[src/design/kvd_pkg.sv]
// Shared types, constants and key decoding for the keypad debounce and value entry block.
package kvd_pkg;

    localparam logic [4:0]  KEY_NONE        = 5'd16;

    localparam logic [3:0]  FN_DIGIT_MAX    = 4'd9;
    localparam logic [3:0]  FN_A            = 4'd10;
    localparam logic [3:0]  FN_B            = 4'd11;
    localparam logic [3:0]  FN_C            = 4'd12;
    localparam logic [3:0]  FN_D            = 4'd13;
    localparam logic [3:0]  FN_STAR         = 4'd14;
    localparam logic [3:0]  FN_HASH         = 4'd15;

    localparam logic [1:0]  CFG_DEBOUNCE    = 2'd0;
    localparam logic [1:0]  CFG_CUTOFF_MIN  = 2'd1;
    localparam logic [1:0]  CFG_CUTOFF_MAX  = 2'd2;
    localparam logic [1:0]  CFG_MODE_COUNT  = 2'd3;

    localparam logic [7:0]  DEBOUNCE_RESET  = 8'd5;
    localparam logic [11:0] CUTOFF_MIN_RESET = 12'd1;
    localparam logic [11:0] CUTOFF_MAX_RESET = 12'd2000;
    localparam logic [3:0]  MODE_COUNT_RESET = 4'd7;
    localparam logic [11:0] CUTOFF_RESET    = 12'd100;
    localparam logic [3:0]  MODE_COUNT_MAX  = 4'd8;
    localparam logic [13:0] ENTRY_VALUE_MAX = 14'h3FFF;

    localparam bit          CMD_MODE        = 1'b0;
    localparam bit          CMD_CUTOFF      = 1'b1;

    typedef enum logic {
        UI_IDLE,
        UI_SET
    } t_ui_state;

    typedef struct packed {
        logic       press;
        logic [3:0] key;
    } t_event;

    typedef struct packed {
        logic [11:0] cutoff_min;
        logic [11:0] cutoff_max;
        logic [3:0]  mode_count;
    } t_back_cfg;

    typedef struct packed {
        logic        press_valid;
        logic [3:0]  press_key;
        logic        cmd_valid;
        logic        cmd_kind;
        logic [11:0] cmd_value;
        logic        in_set_state;
        logic [2:0]  filter_mode;
        logic [11:0] cutoff_hz;
        logic [2:0]  entry_len;
        logic [13:0] entry_value;
    } t_result;

    // Key index (row*4+column) to its legend: 1 2 3 A / 4 5 6 B / 7 8 9 C / * 0 # D.
    function automatic logic [3:0] key_fn(input logic [3:0] key);
        logic [3:0] fn;
        case (key)
            4'd0:    fn = 4'd1;
            4'd1:    fn = 4'd2;
            4'd2:    fn = 4'd3;
            4'd3:    fn = FN_A;
            4'd4:    fn = 4'd4;
            4'd5:    fn = 4'd5;
            4'd6:    fn = 4'd6;
            4'd7:    fn = FN_B;
            4'd8:    fn = 4'd7;
            4'd9:    fn = 4'd8;
            4'd10:   fn = 4'd9;
            4'd11:   fn = FN_C;
            4'd12:   fn = FN_STAR;
            4'd13:   fn = 4'd0;
            4'd14:   fn = FN_HASH;
            default: fn = FN_D;
        endcase
        return fn;
    endfunction

    // Remainder of a value of at most eight by a divisor of one to eight.
    function automatic logic [3:0] small_mod(input logic [3:0] v, input logic [3:0] n);
        logic [3:0] r;
        r = v;
        for (int i = 0; i < 8; i++) begin
            if (r >= n) begin
                r = r - n;
            end
        end
        return r;
    endfunction

endpackage

[src/design/kvd_queue.sv]
// Two-entry first-in first-out queue used between the front, the back and the result port.
module kvd_queue #(
    parameter int WIDTH = 8
) (
    input  logic             i_clk,
    input  logic             i_rst_n,
    input  logic             i_push,
    input  logic [WIDTH-1:0] i_data,
    input  logic             i_pop,
    output logic [WIDTH-1:0] o_head,
    output logic             o_full,
    output logic             o_empty
);

    logic [WIDTH-1:0] r_mem [2];
    logic             r_wp;
    logic             r_rp;
    logic [1:0]       r_cnt;
    logic             do_push;
    logic             do_pop;

    assign o_full  = (r_cnt == 2'd2);
    assign o_empty = (r_cnt == 2'd0);
    assign do_push = i_push && !o_full;
    assign do_pop  = i_pop && !o_empty;
    assign o_head  = r_mem[r_rp];

    always_ff @(posedge i_clk) begin
        if (do_push) begin
            r_mem[r_wp] <= i_data;
        end
    end

    always_ff @(posedge i_clk) begin
        if (!i_rst_n) begin
            r_wp  <= 1'b0;
            r_rp  <= 1'b0;
            r_cnt <= 2'd0;
        end else begin
            if (do_push) begin
                r_wp <= !r_wp;
            end
            if (do_pop) begin
                r_rp <= !r_rp;
            end
            r_cnt <= r_cnt + {1'b0, do_push} - {1'b0, do_pop};
        end
    end

    a_cnt_bound: assert property (@(posedge i_clk) disable iff (!i_rst_n)
        r_cnt <= 2'd2) else $error("queue occupancy beyond two");

    a_no_overflow: assert property (@(posedge i_clk) disable iff (!i_rst_n)
        !(i_push && o_full)) else $error("push into a full queue");

    a_cnt_track: assert property (@(posedge i_clk) disable iff (!i_rst_n)
        (do_push && !do_pop) |=> (r_cnt == $past(r_cnt) + 2'd1))
        else $error("queue occupancy did not follow a push");

endmodule

[src/design/kvd_front.sv]
// Debounce front end: turns each scan tick into a press event for the entry machine.
module kvd_front (
    input  logic          i_clk,
    input  logic          i_rst_n,
    input  logic          i_accept,
    input  logic [4:0]    i_raw_key,
    input  logic [7:0]    i_debounce,
    output kvd_pkg::t_event o_event
);

    logic [4:0] r_last;
    logic [4:0] r_stable;
    logic [7:0] r_cnt;
    logic [4:0] n_last;
    logic [4:0] n_stable;
    logic [7:0] n_cnt;
    logic [4:0] raw;
    logic       press;

    // Codes above the no-key value are treated as no key.
    assign raw = (i_raw_key > kvd_pkg::KEY_NONE) ? kvd_pkg::KEY_NONE : i_raw_key;

    always_comb begin
        n_last   = r_last;
        n_stable = r_stable;
        n_cnt    = r_cnt;
        press    = 1'b0;
        if (raw == r_last) begin
            if (r_cnt != 8'hFF) begin
                n_cnt = r_cnt + 8'd1;
            end
        end else begin
            n_last = raw;
            n_cnt  = 8'd0;
        end
        // Once the run is long enough the count is pulled back to the setting.
        if (n_cnt >= i_debounce) begin
            if (raw != r_stable) begin
                n_stable = raw;
                press    = (raw != kvd_pkg::KEY_NONE);
            end
            n_cnt = i_debounce;
        end
        o_event.press = press;
        o_event.key   = press ? raw[3:0] : 4'd0;
    end

    always_ff @(posedge i_clk) begin
        if (!i_rst_n) begin
            r_last   <= kvd_pkg::KEY_NONE;
            r_stable <= kvd_pkg::KEY_NONE;
            r_cnt    <= 8'd0;
        end else if (i_accept) begin
            r_last   <= n_last;
            r_stable <= n_stable;
            r_cnt    <= n_cnt;
        end
    end

endmodule

[src/design/kvd_back.sv]
// Entry machine back end: applies press events to the mode, cutoff and digit entry state.
module kvd_back #(
    parameter int ENTRY_DIGITS = 4
) (
    input  logic               i_clk,
    input  logic               i_rst_n,
    input  logic               i_ev_valid,
    input  kvd_pkg::t_event    i_event,
    input  logic               i_out_ready,
    input  kvd_pkg::t_back_cfg i_cfg,
    output logic               o_ev_pop,
    output logic               o_res_push,
    output kvd_pkg::t_result   o_result
);

    localparam int CW = $clog2(ENTRY_DIGITS + 1);
    localparam int IW = (ENTRY_DIGITS > 1) ? $clog2(ENTRY_DIGITS) : 1;
    localparam int PW = $clog2(10 ** ENTRY_DIGITS);
    localparam int VW = (PW > 12) ? PW : 12;
    localparam int SW = (PW > 14) ? PW : 14;

    kvd_pkg::t_ui_state r_ui;
    kvd_pkg::t_ui_state n_ui;
    logic [2:0]         r_mode;
    logic [2:0]         n_mode;
    logic [11:0]        r_cutoff;
    logic [11:0]        n_cutoff;
    logic [CW-1:0]      r_count;
    logic [CW-1:0]      n_count;
    logic [PW-1:0]      r_cur;
    logic [PW-1:0]      n_cur;
    // Entry i holds the decimal value of the first i+1 digits.
    logic [PW-1:0]      r_prefix [ENTRY_DIGITS];

    logic               step;
    logic [3:0]         fn;
    logic [CW-1:0]      cnt_m2;
    logic [PW-1:0]      prev_val;
    logic [PW-1:0]      appended;
    logic               wr_en;
    logic [IW-1:0]      wr_idx;
    logic [3:0]         mode_n;
    logic [3:0]         mode_next;
    logic [VW-1:0]      clamp_v;
    logic [SW-1:0]      ev_ext;
    logic               cmd_valid;
    logic               cmd_kind;
    logic [11:0]        cmd_value;

    assign step       = i_ev_valid && i_out_ready;
    assign o_ev_pop   = step;
    assign o_res_push = step;
    assign fn         = kvd_pkg::key_fn(i_event.key);
    assign cnt_m2     = r_count - CW'(2);
    assign prev_val   = r_prefix[cnt_m2[IW-1:0]];
    assign appended   = PW'({r_cur, 3'b000}) + PW'({r_cur, 1'b0}) + PW'(fn);
    assign wr_idx     = r_count[IW-1:0];
    assign mode_next  = kvd_pkg::small_mod({1'b0, r_mode} + 4'd1, mode_n);

    always_comb begin
        if (i_cfg.mode_count == 4'd0) begin
            mode_n = 4'd1;
        end else if (i_cfg.mode_count > kvd_pkg::MODE_COUNT_MAX) begin
            mode_n = kvd_pkg::MODE_COUNT_MAX;
        end else begin
            mode_n = i_cfg.mode_count;
        end
        // Minimum first, then maximum, so a crossed pair gives the maximum.
        clamp_v = VW'(r_cur);
        if (clamp_v < VW'(i_cfg.cutoff_min)) begin
            clamp_v = VW'(i_cfg.cutoff_min);
        end
        if (clamp_v > VW'(i_cfg.cutoff_max)) begin
            clamp_v = VW'(i_cfg.cutoff_max);
        end
    end

    always_comb begin
        n_ui      = r_ui;
        n_mode    = r_mode;
        n_cutoff  = r_cutoff;
        n_count   = r_count;
        n_cur     = r_cur;
        wr_en     = 1'b0;
        cmd_valid = 1'b0;
        cmd_kind  = kvd_pkg::CMD_MODE;
        cmd_value = 12'd0;
        if (step && i_event.press) begin
            case (r_ui)
                kvd_pkg::UI_IDLE: begin
                    if (fn == kvd_pkg::FN_A) begin
                        n_mode    = mode_next[2:0];
                        cmd_valid = 1'b1;
                        cmd_kind  = kvd_pkg::CMD_MODE;
                        cmd_value = {9'd0, n_mode};
                    end else if (fn == kvd_pkg::FN_B) begin
                        n_ui    = kvd_pkg::UI_SET;
                        n_count = '0;
                        n_cur   = '0;
                    end
                end
                kvd_pkg::UI_SET: begin
                    if (fn inside {[4'd0:kvd_pkg::FN_DIGIT_MAX]}) begin
                        if (r_count < CW'(ENTRY_DIGITS)) begin
                            wr_en   = 1'b1;
                            n_cur   = appended;
                            n_count = r_count + CW'(1);
                        end
                    end else if (fn == kvd_pkg::FN_STAR) begin
                        if (r_count != '0) begin
                            n_count = r_count - CW'(1);
                            n_cur   = (r_count >= CW'(2)) ? prev_val : '0;
                        end
                    end else if (fn == kvd_pkg::FN_HASH) begin
                        if (r_count != '0) begin
                            n_cutoff  = clamp_v[11:0];
                            cmd_valid = 1'b1;
                            cmd_kind  = kvd_pkg::CMD_CUTOFF;
                            cmd_value = clamp_v[11:0];
                        end
                        n_ui = kvd_pkg::UI_IDLE;
                    end else if (fn == kvd_pkg::FN_D || fn == kvd_pkg::FN_B) begin
                        n_ui = kvd_pkg::UI_IDLE;
                    end
                end
                default: begin
                    n_ui = kvd_pkg::UI_IDLE;
                end
            endcase
        end
        ev_ext = SW'(n_cur);
        o_result.press_valid  = i_event.press;
        o_result.press_key    = i_event.key;
        o_result.cmd_valid    = cmd_valid;
        o_result.cmd_kind     = cmd_kind;
        o_result.cmd_value    = cmd_value;
        o_result.in_set_state = (n_ui == kvd_pkg::UI_SET);
        o_result.filter_mode  = n_mode;
        o_result.cutoff_hz    = n_cutoff;
        o_result.entry_len    = 3'(n_count);
        o_result.entry_value  = (ev_ext > SW'(kvd_pkg::ENTRY_VALUE_MAX)) ?
                                kvd_pkg::ENTRY_VALUE_MAX : ev_ext[13:0];
    end

    always_ff @(posedge i_clk) begin
        if (wr_en) begin
            r_prefix[wr_idx] <= appended;
        end
    end

    always_ff @(posedge i_clk) begin
        if (!i_rst_n) begin
            r_ui     <= kvd_pkg::UI_IDLE;
            r_mode   <= 3'd0;
            r_cutoff <= kvd_pkg::CUTOFF_RESET;
            r_count  <= '0;
            r_cur    <= '0;
        end else begin
            r_ui     <= n_ui;
            r_mode   <= n_mode;
            r_cutoff <= n_cutoff;
            r_count  <= n_count;
            r_cur    <= n_cur;
        end
    end

    a_count_bound: assert property (@(posedge i_clk) disable iff (!i_rst_n)
        r_count <= CW'(ENTRY_DIGITS)) else $error("digit count beyond entry length");

    a_cmd_needs_press: assert property (@(posedge i_clk) disable iff (!i_rst_n)
        (o_res_push && o_result.cmd_valid) |-> o_result.press_valid)
        else $error("command issued without a key press");

    a_enter_set: assert property (@(posedge i_clk) disable iff (!i_rst_n)
        (step && i_event.press && r_ui == kvd_pkg::UI_IDLE && fn == kvd_pkg::FN_B)
        |=> (r_ui == kvd_pkg::UI_SET && r_count == '0 && r_cur == '0))
        else $error("set key did not start a fresh entry");

endmodule

[src/design/keypad_debounce_value_entry.sv]
// Top level of the keypad debounce and value entry block.
// One scan tick is taken per clock whenever full is low, and each tick gives exactly one result;
// a result reaches the result ports by way of the registered event queue and result queue.
// The debounce front end updates in the accepting cycle and hands a press event to a two-entry
// event queue; while the result queue has room, the entry machine retires one event per clock into
// a two-entry result queue, so the sustained rate is one tick per clock when pop keeps up. Either
// side may stall on its own: full rises once both queues have filled behind a stalled pop.
// There is no clearing pass after reset. Configuration writes take effect at the next edge.
module keypad_debounce_value_entry #(
    parameter int ENTRY_DIGITS = 4
) (
    input  logic        i_clk,
    input  logic        i_rst_n,
    input  logic        push,
    output logic        full,
    input  logic [4:0]  i_raw_key,
    output logic        empty,
    input  logic        pop,
    output logic        o_press_valid,
    output logic [3:0]  o_press_key,
    output logic        o_cmd_valid,
    output logic        o_cmd_kind,
    output logic [11:0] o_cmd_value,
    output logic        o_in_set_state,
    output logic [2:0]  o_filter_mode,
    output logic [11:0] o_cutoff_hz,
    output logic [2:0]  o_entry_len,
    output logic [13:0] o_entry_value,
    input  logic        i_cfg_we,
    input  logic [1:0]  i_cfg_idx,
    input  logic [11:0] i_cfg_data
);

    localparam int EW = $bits(kvd_pkg::t_event);
    localparam int RW = $bits(kvd_pkg::t_result);

    logic [7:0]         r_debounce;
    logic [11:0]        r_cutoff_min;
    logic [11:0]        r_cutoff_max;
    logic [3:0]         r_mode_count;

    logic               accept;
    kvd_pkg::t_event    fe_event;
    kvd_pkg::t_event    ev_head;
    logic               ev_full;
    logic               ev_empty;
    logic               ev_pop;
    logic               res_push;
    logic               res_full;
    kvd_pkg::t_result   res_in;
    kvd_pkg::t_result   res_head;
    kvd_pkg::t_back_cfg back_cfg;

    always_ff @(posedge i_clk) begin
        if (!i_rst_n) begin
            r_debounce   <= kvd_pkg::DEBOUNCE_RESET;
            r_cutoff_min <= kvd_pkg::CUTOFF_MIN_RESET;
            r_cutoff_max <= kvd_pkg::CUTOFF_MAX_RESET;
            r_mode_count <= kvd_pkg::MODE_COUNT_RESET;
        end else if (i_cfg_we) begin
            case (i_cfg_idx)
                kvd_pkg::CFG_DEBOUNCE:   r_debounce   <= i_cfg_data[7:0];
                kvd_pkg::CFG_CUTOFF_MIN: r_cutoff_min <= i_cfg_data;
                kvd_pkg::CFG_CUTOFF_MAX: r_cutoff_max <= i_cfg_data;
                kvd_pkg::CFG_MODE_COUNT: r_mode_count <= i_cfg_data[3:0];
                default: begin
                end
            endcase
        end
    end

    assign full   = ev_full;
    assign accept = push && !ev_full;

    assign back_cfg.cutoff_min = r_cutoff_min;
    assign back_cfg.cutoff_max = r_cutoff_max;
    assign back_cfg.mode_count = r_mode_count;

    kvd_front u_front (
        .i_clk      (i_clk),
        .i_rst_n    (i_rst_n),
        .i_accept   (accept),
        .i_raw_key  (i_raw_key),
        .i_debounce (r_debounce),
        .o_event    (fe_event)
    );

    kvd_queue #(
        .WIDTH (EW)
    ) u_ev_queue (
        .i_clk   (i_clk),
        .i_rst_n (i_rst_n),
        .i_push  (accept),
        .i_data  (fe_event),
        .i_pop   (ev_pop),
        .o_head  (ev_head),
        .o_full  (ev_full),
        .o_empty (ev_empty)
    );

    kvd_back #(
        .ENTRY_DIGITS (ENTRY_DIGITS)
    ) u_back (
        .i_clk       (i_clk),
        .i_rst_n     (i_rst_n),
        .i_ev_valid  (!ev_empty),
        .i_event     (ev_head),
        .i_out_ready (!res_full),
        .i_cfg       (back_cfg),
        .o_ev_pop    (ev_pop),
        .o_res_push  (res_push),
        .o_result    (res_in)
    );

    kvd_queue #(
        .WIDTH (RW)
    ) u_res_queue (
        .i_clk   (i_clk),
        .i_rst_n (i_rst_n),
        .i_push  (res_push),
        .i_data  (res_in),
        .i_pop   (pop),
        .o_head  (res_head),
        .o_full  (res_full),
        .o_empty (empty)
    );

    assign o_press_valid  = res_head.press_valid;
    assign o_press_key    = res_head.press_key;
    assign o_cmd_valid    = res_head.cmd_valid;
    assign o_cmd_kind     = res_head.cmd_kind;
    assign o_cmd_value    = res_head.cmd_value;
    assign o_in_set_state = res_head.in_set_state;
    assign o_filter_mode  = res_head.filter_mode;
    assign o_cutoff_hz    = res_head.cutoff_hz;
    assign o_entry_len    = res_head.entry_len;
    assign o_entry_value  = res_head.entry_value;

endmodule

[config.mk]
export PLATFORM = sky130hd
export DESIGN_NAME = keypad_debounce_value_entry
export DESIGN_NICKNAME = d
export VERILOG_FILES = /design/src/design/kvd_pkg.sv /design/src/design/kvd_queue.sv /design/src/design/kvd_front.sv /design/src/design/kvd_back.sv /design/src/design/keypad_debounce_value_entry.sv
export SDC_FILE = /design/constraint.sdc
export NUM_CORES = 1
export LEC_CHECK = 0
export BUFFER_PORTS_ARGS = -buffer_cell sky130_fd_sc_hd__buf_2
export CAP_MARGIN = 20
export CORE_MARGIN = 4
export CORE_UTILIZATION = 50
export DETAILED_ROUTE_END_ITERATION = 12
export GPL_TIMING_DRIVEN = 0
export PLACE_DENSITY = 0.73
export SYNTH_ARGS = -nofsm -noshare
export SYNTH_HDL_FRONTEND = slang
export SYNTH_HIERARCHICAL = 1
export SYNTH_SLANG_ARGS = --single-unit
[constraint.sdc]
create_clock -name i_clk -period 21.9 [get_ports i_clk]
set_input_delay 5.475 -clock i_clk [delete_from_list [all_inputs] [get_ports i_clk]]
set_output_delay 5.475 -clock i_clk [all_outputs]
set_load 0.05 [all_outputs]
==> impl_results.md <==
- Post-synthesis xor/xnor area fraction: 0.0183
- IO buf count: 77
- Post-Synthesis Cells: 1375
- Clock Sinks: 267
- Placed cell area: 16300 µm²
- RSZ-0062 raised after global routing: false
- Die area: 33500 µm²
- Util after Layout: 0.576
- Fin nets: 1621
- Initial antenna violation count: 0
- Final number of setup-violating endpoints: 0
- PostCTS Resize Cnt: 0
- Fin crit period: 14.92 ns
- Most frequent cells in the layout: edfxtp_1, nand2_1, ha_1, dfxtp_1, buf_2
- Global-route wire length before repair: 55900 µm
- Die Ht: 183 µm
- Final Max Slew Viols: 0
- EDFF count, synth: 170
- Total of warnings raised by yosys: 6
- FP Rows: 63
- Max-Cap Viols: 0
- Post-synthesis mux area share: 0.107
- CTS Buf Count: 28
- Final worst-path cycle share: 0.681
- Largest family of logic cells by synthesized area: compound AO/OA/AOI/OAI gates
- H-tree levels: 1
- Reg clk slew, reported paths: 0.06 ns
- Commonest non-fill, non-tap cell in the layout: edfxtp_1
- DIE WIDTH: 183 µm
- Synth Area in Compound Gates: 0.149
- Initial Utilization: 0.512
- Async SR Flop Fraction: 0
- F_max: 67.0 MHz
- Antenna viol nets, final: 0
- Clk Latency, worst-skew pair: 0.54 ns
- Synth Area in Adders: 0.0963
- Worst Tran Pin Value: 0.933 ns
- Crit path buffers/inverters: 5
- Count of final hold-check violations: 0
- Antenna cells: 0
- Register area share after synthesis: 0.460
- Tot GR Track Use: 0.204
- Syn-to-layout area delta: 12.5%
- Slowest CP cell: inv_1
- CTS Hold Bufs: 0
- # IOs: 78
- Layout cell share with drive strength beyond 1: 0.178
- Clk buf depth: 3
- Largest net degree at the start of global routing: 31
- Required @ worst endpoint: 22.23 ns
- Post-Route WL: 35000 µm
- FF+latch count, synth: 267
- Average size of a mapped cell: 11.1 µm²
- Critical Path AT: 15.25 ns
- TritonCTS clock tree: built
- Via density per instance: 5.86
- Post-Syn Nets: 1511
- Root Driver: clkbuf_16
- Peak fanout along the critical path: 10
- Slew HR: 0.377
- Worst Setup Start Kind: register
- Core Region: 30000 µm²
- Top_reg_cell synth: edfxtp_1
- Vias in the first global route: 10700
- Via Count: 11100
- Setup Skew: 0.0174 ns
- Synth Area in Simple Gates: 0.119
- Initial DRC Count: 877
- Detailed placer's ending HPWL: 25900 µm
- GRT overflow: 0
- Fin Setup TNS: 0 ns
- Router iterations before antenna repair: 6
- Synth Cell Area: 15300 µm²
- WS Path Type: reg2reg
- Routability Congestion: 0.934
- WL per Instance: 18.5 µm
- Min-delay worst type: reg2reg
- Final Cell Area: 17200 µm²
- DRC viols: 0
- Crit path capture type: register
- Status: finished, final reports clean
- Cell variety after synth: 90
- Slowest stage delay, CP: 0.54 ns
- Setup bufs post-CTS: 0
- Top cell family by delay on the critical path: compound AO/OA/AOI/OAI gates
==> tightest hold or removal path, cell delays in order (launching register included) <==
cell	delay [ns]
dfxtp_1	0.29
nand2_1	0.06
a21oi_1	0.06
==> path summary, 6_finish.rpt <==
| kind | start | endpoint | slack (ns) | depth (start not counted) |
|---|---|---|---|---|
| max | r_mode_count[3] | u_res_queue/r_mem[0][29] | 6.98 | 58 |
| min | u_back/r_cutoff[0] | u_back/r_cutoff[0] | 0.46 | 2 |
| max reg2reg | r_mode_count[3] | u_res_queue/r_mem[0][29] | 6.98 | 58 |
| min reg2reg | u_back/r_cutoff[0] | u_back/r_cutoff[0] | 0.46 | 2 |
==> registers in the layout (all words and copies together) (netlist names), named ones only <==
name,cells
u_ev_queue/r_wp,1
u_back/r_prefix,56
r_cutoff_min,12
u_back/r_mode,3
u_back/r_cur,14
r_debounce,8
u_res_queue/r_mem,104
u_back/r_ui,1
u_ev_queue/r_cnt,2
u_front/r_cnt,8
u_res_queue/r_rp,1
u_back/r_count,3
u_res_queue/r_wp,1
u_ev_queue/r_rp,1
r_cutoff_max,12
u_back/r_cutoff,12
u_res_queue/r_cnt,2
u_front/r_stable,5
u_front/r_last,5
u_ev_queue/r_mem,10
r_mode_count,4
==> per-layer routing <==
metal / global-route usage / vias to the layer above / share of wire
met5: 0 / - / 0
met4: 0.0444 / 0 / 0.020
met3: 0.0298 / 63 / 0.073
met2: 0.333 / 388 / 0.46
met1: 0.291 / 5337 / 0.44
li1: - / 5325 / -
==> through the flow <==
stage | hold slack [ns] | setup WS (ns) | cells
3_3_place_gp | 0.445 | 7.34 | 1842
2_1_floorplan | 0.435 | 9.40 | 1375
4_1_cts | 0.464 | 7.00 | 1897
5_1_grt | 0.490 | 5.73 | 1897
6_report | 0.462 | 6.98 | 1897
3_5_place_dp | 0.455 | 7.07 | 1845
==> cells by family after synthesis <==
logic type	after synthesis
AO/OA/AOI/OAI	328
XOR/XNOR	32
adder cells (fa/ha/maj)	112
buffers and inverters	158
flip-flops	267
multiplexers	120
AND/OR/NAND/NOR	358
==> synthesized netlist by cell type, types with 5 or more instances <==
cell       count  area (µm²)
a21o_1        39         293
nor3_1        20         100
nand3_1       35         175
clkbuf_1      37         139
nand4b_1       7        61.3
fa_1          10         200
o21a_1        10        75.1
dfxtp_1       97        1940
buf_6          7        78.8
buf_4         11        82.6
a31o_2         5        43.8
nand4_1        5        31.3
nor2b_1       18         113
buf_2         11        55.1
nor4_1         6        37.5
xor2_1        12         105
or2_1          9        56.3
nor3b_1        5        37.5
nand2_1      112         420
mux2i_1       46         460
a31oi_1       11        68.8
mux2_4        50         751
o31ai_1        9        67.6
a21bo_2        7        70.1
a211o_1        6        52.6
nor2_1        62         233
o311a_1        5        50.1
a22o_1         8        70.1
mux2_2        10         113
and3_1        13        81.3
a2111oi_0     14         123
xnor2_1       20         175
a311o_1        5        50.1
edfxtp_1     170        5100
nand2b_1       7        43.8
a311oi_1       8        70.1
mux4_2        14         315
ha_1         102        1280
and2_1        31         194
o21ai_0       81         405
inv_1         86         323
buf_12         5         100
a22oi_1        5        37.5
a21oi_1       59         295
o211ai_1      13        97.6
==> area by class of cell <==
cell class | instances | area [µm²]
well taps | 390 | 488
inverters | 86 | 323
plain buffers | 72 | 459
clock inverters | 11 | 165
flip-flops and latches | 267 | 7050
repair buffers | 80 | 437
fillers | 2482 | 12700
multi-input cells | 950 | 7510
clock buffers | 41 | 816
Power is left out: the tool's default activity adds up to more than one toggle a clock period on the data nets, which glitch-free logic cannot reach.
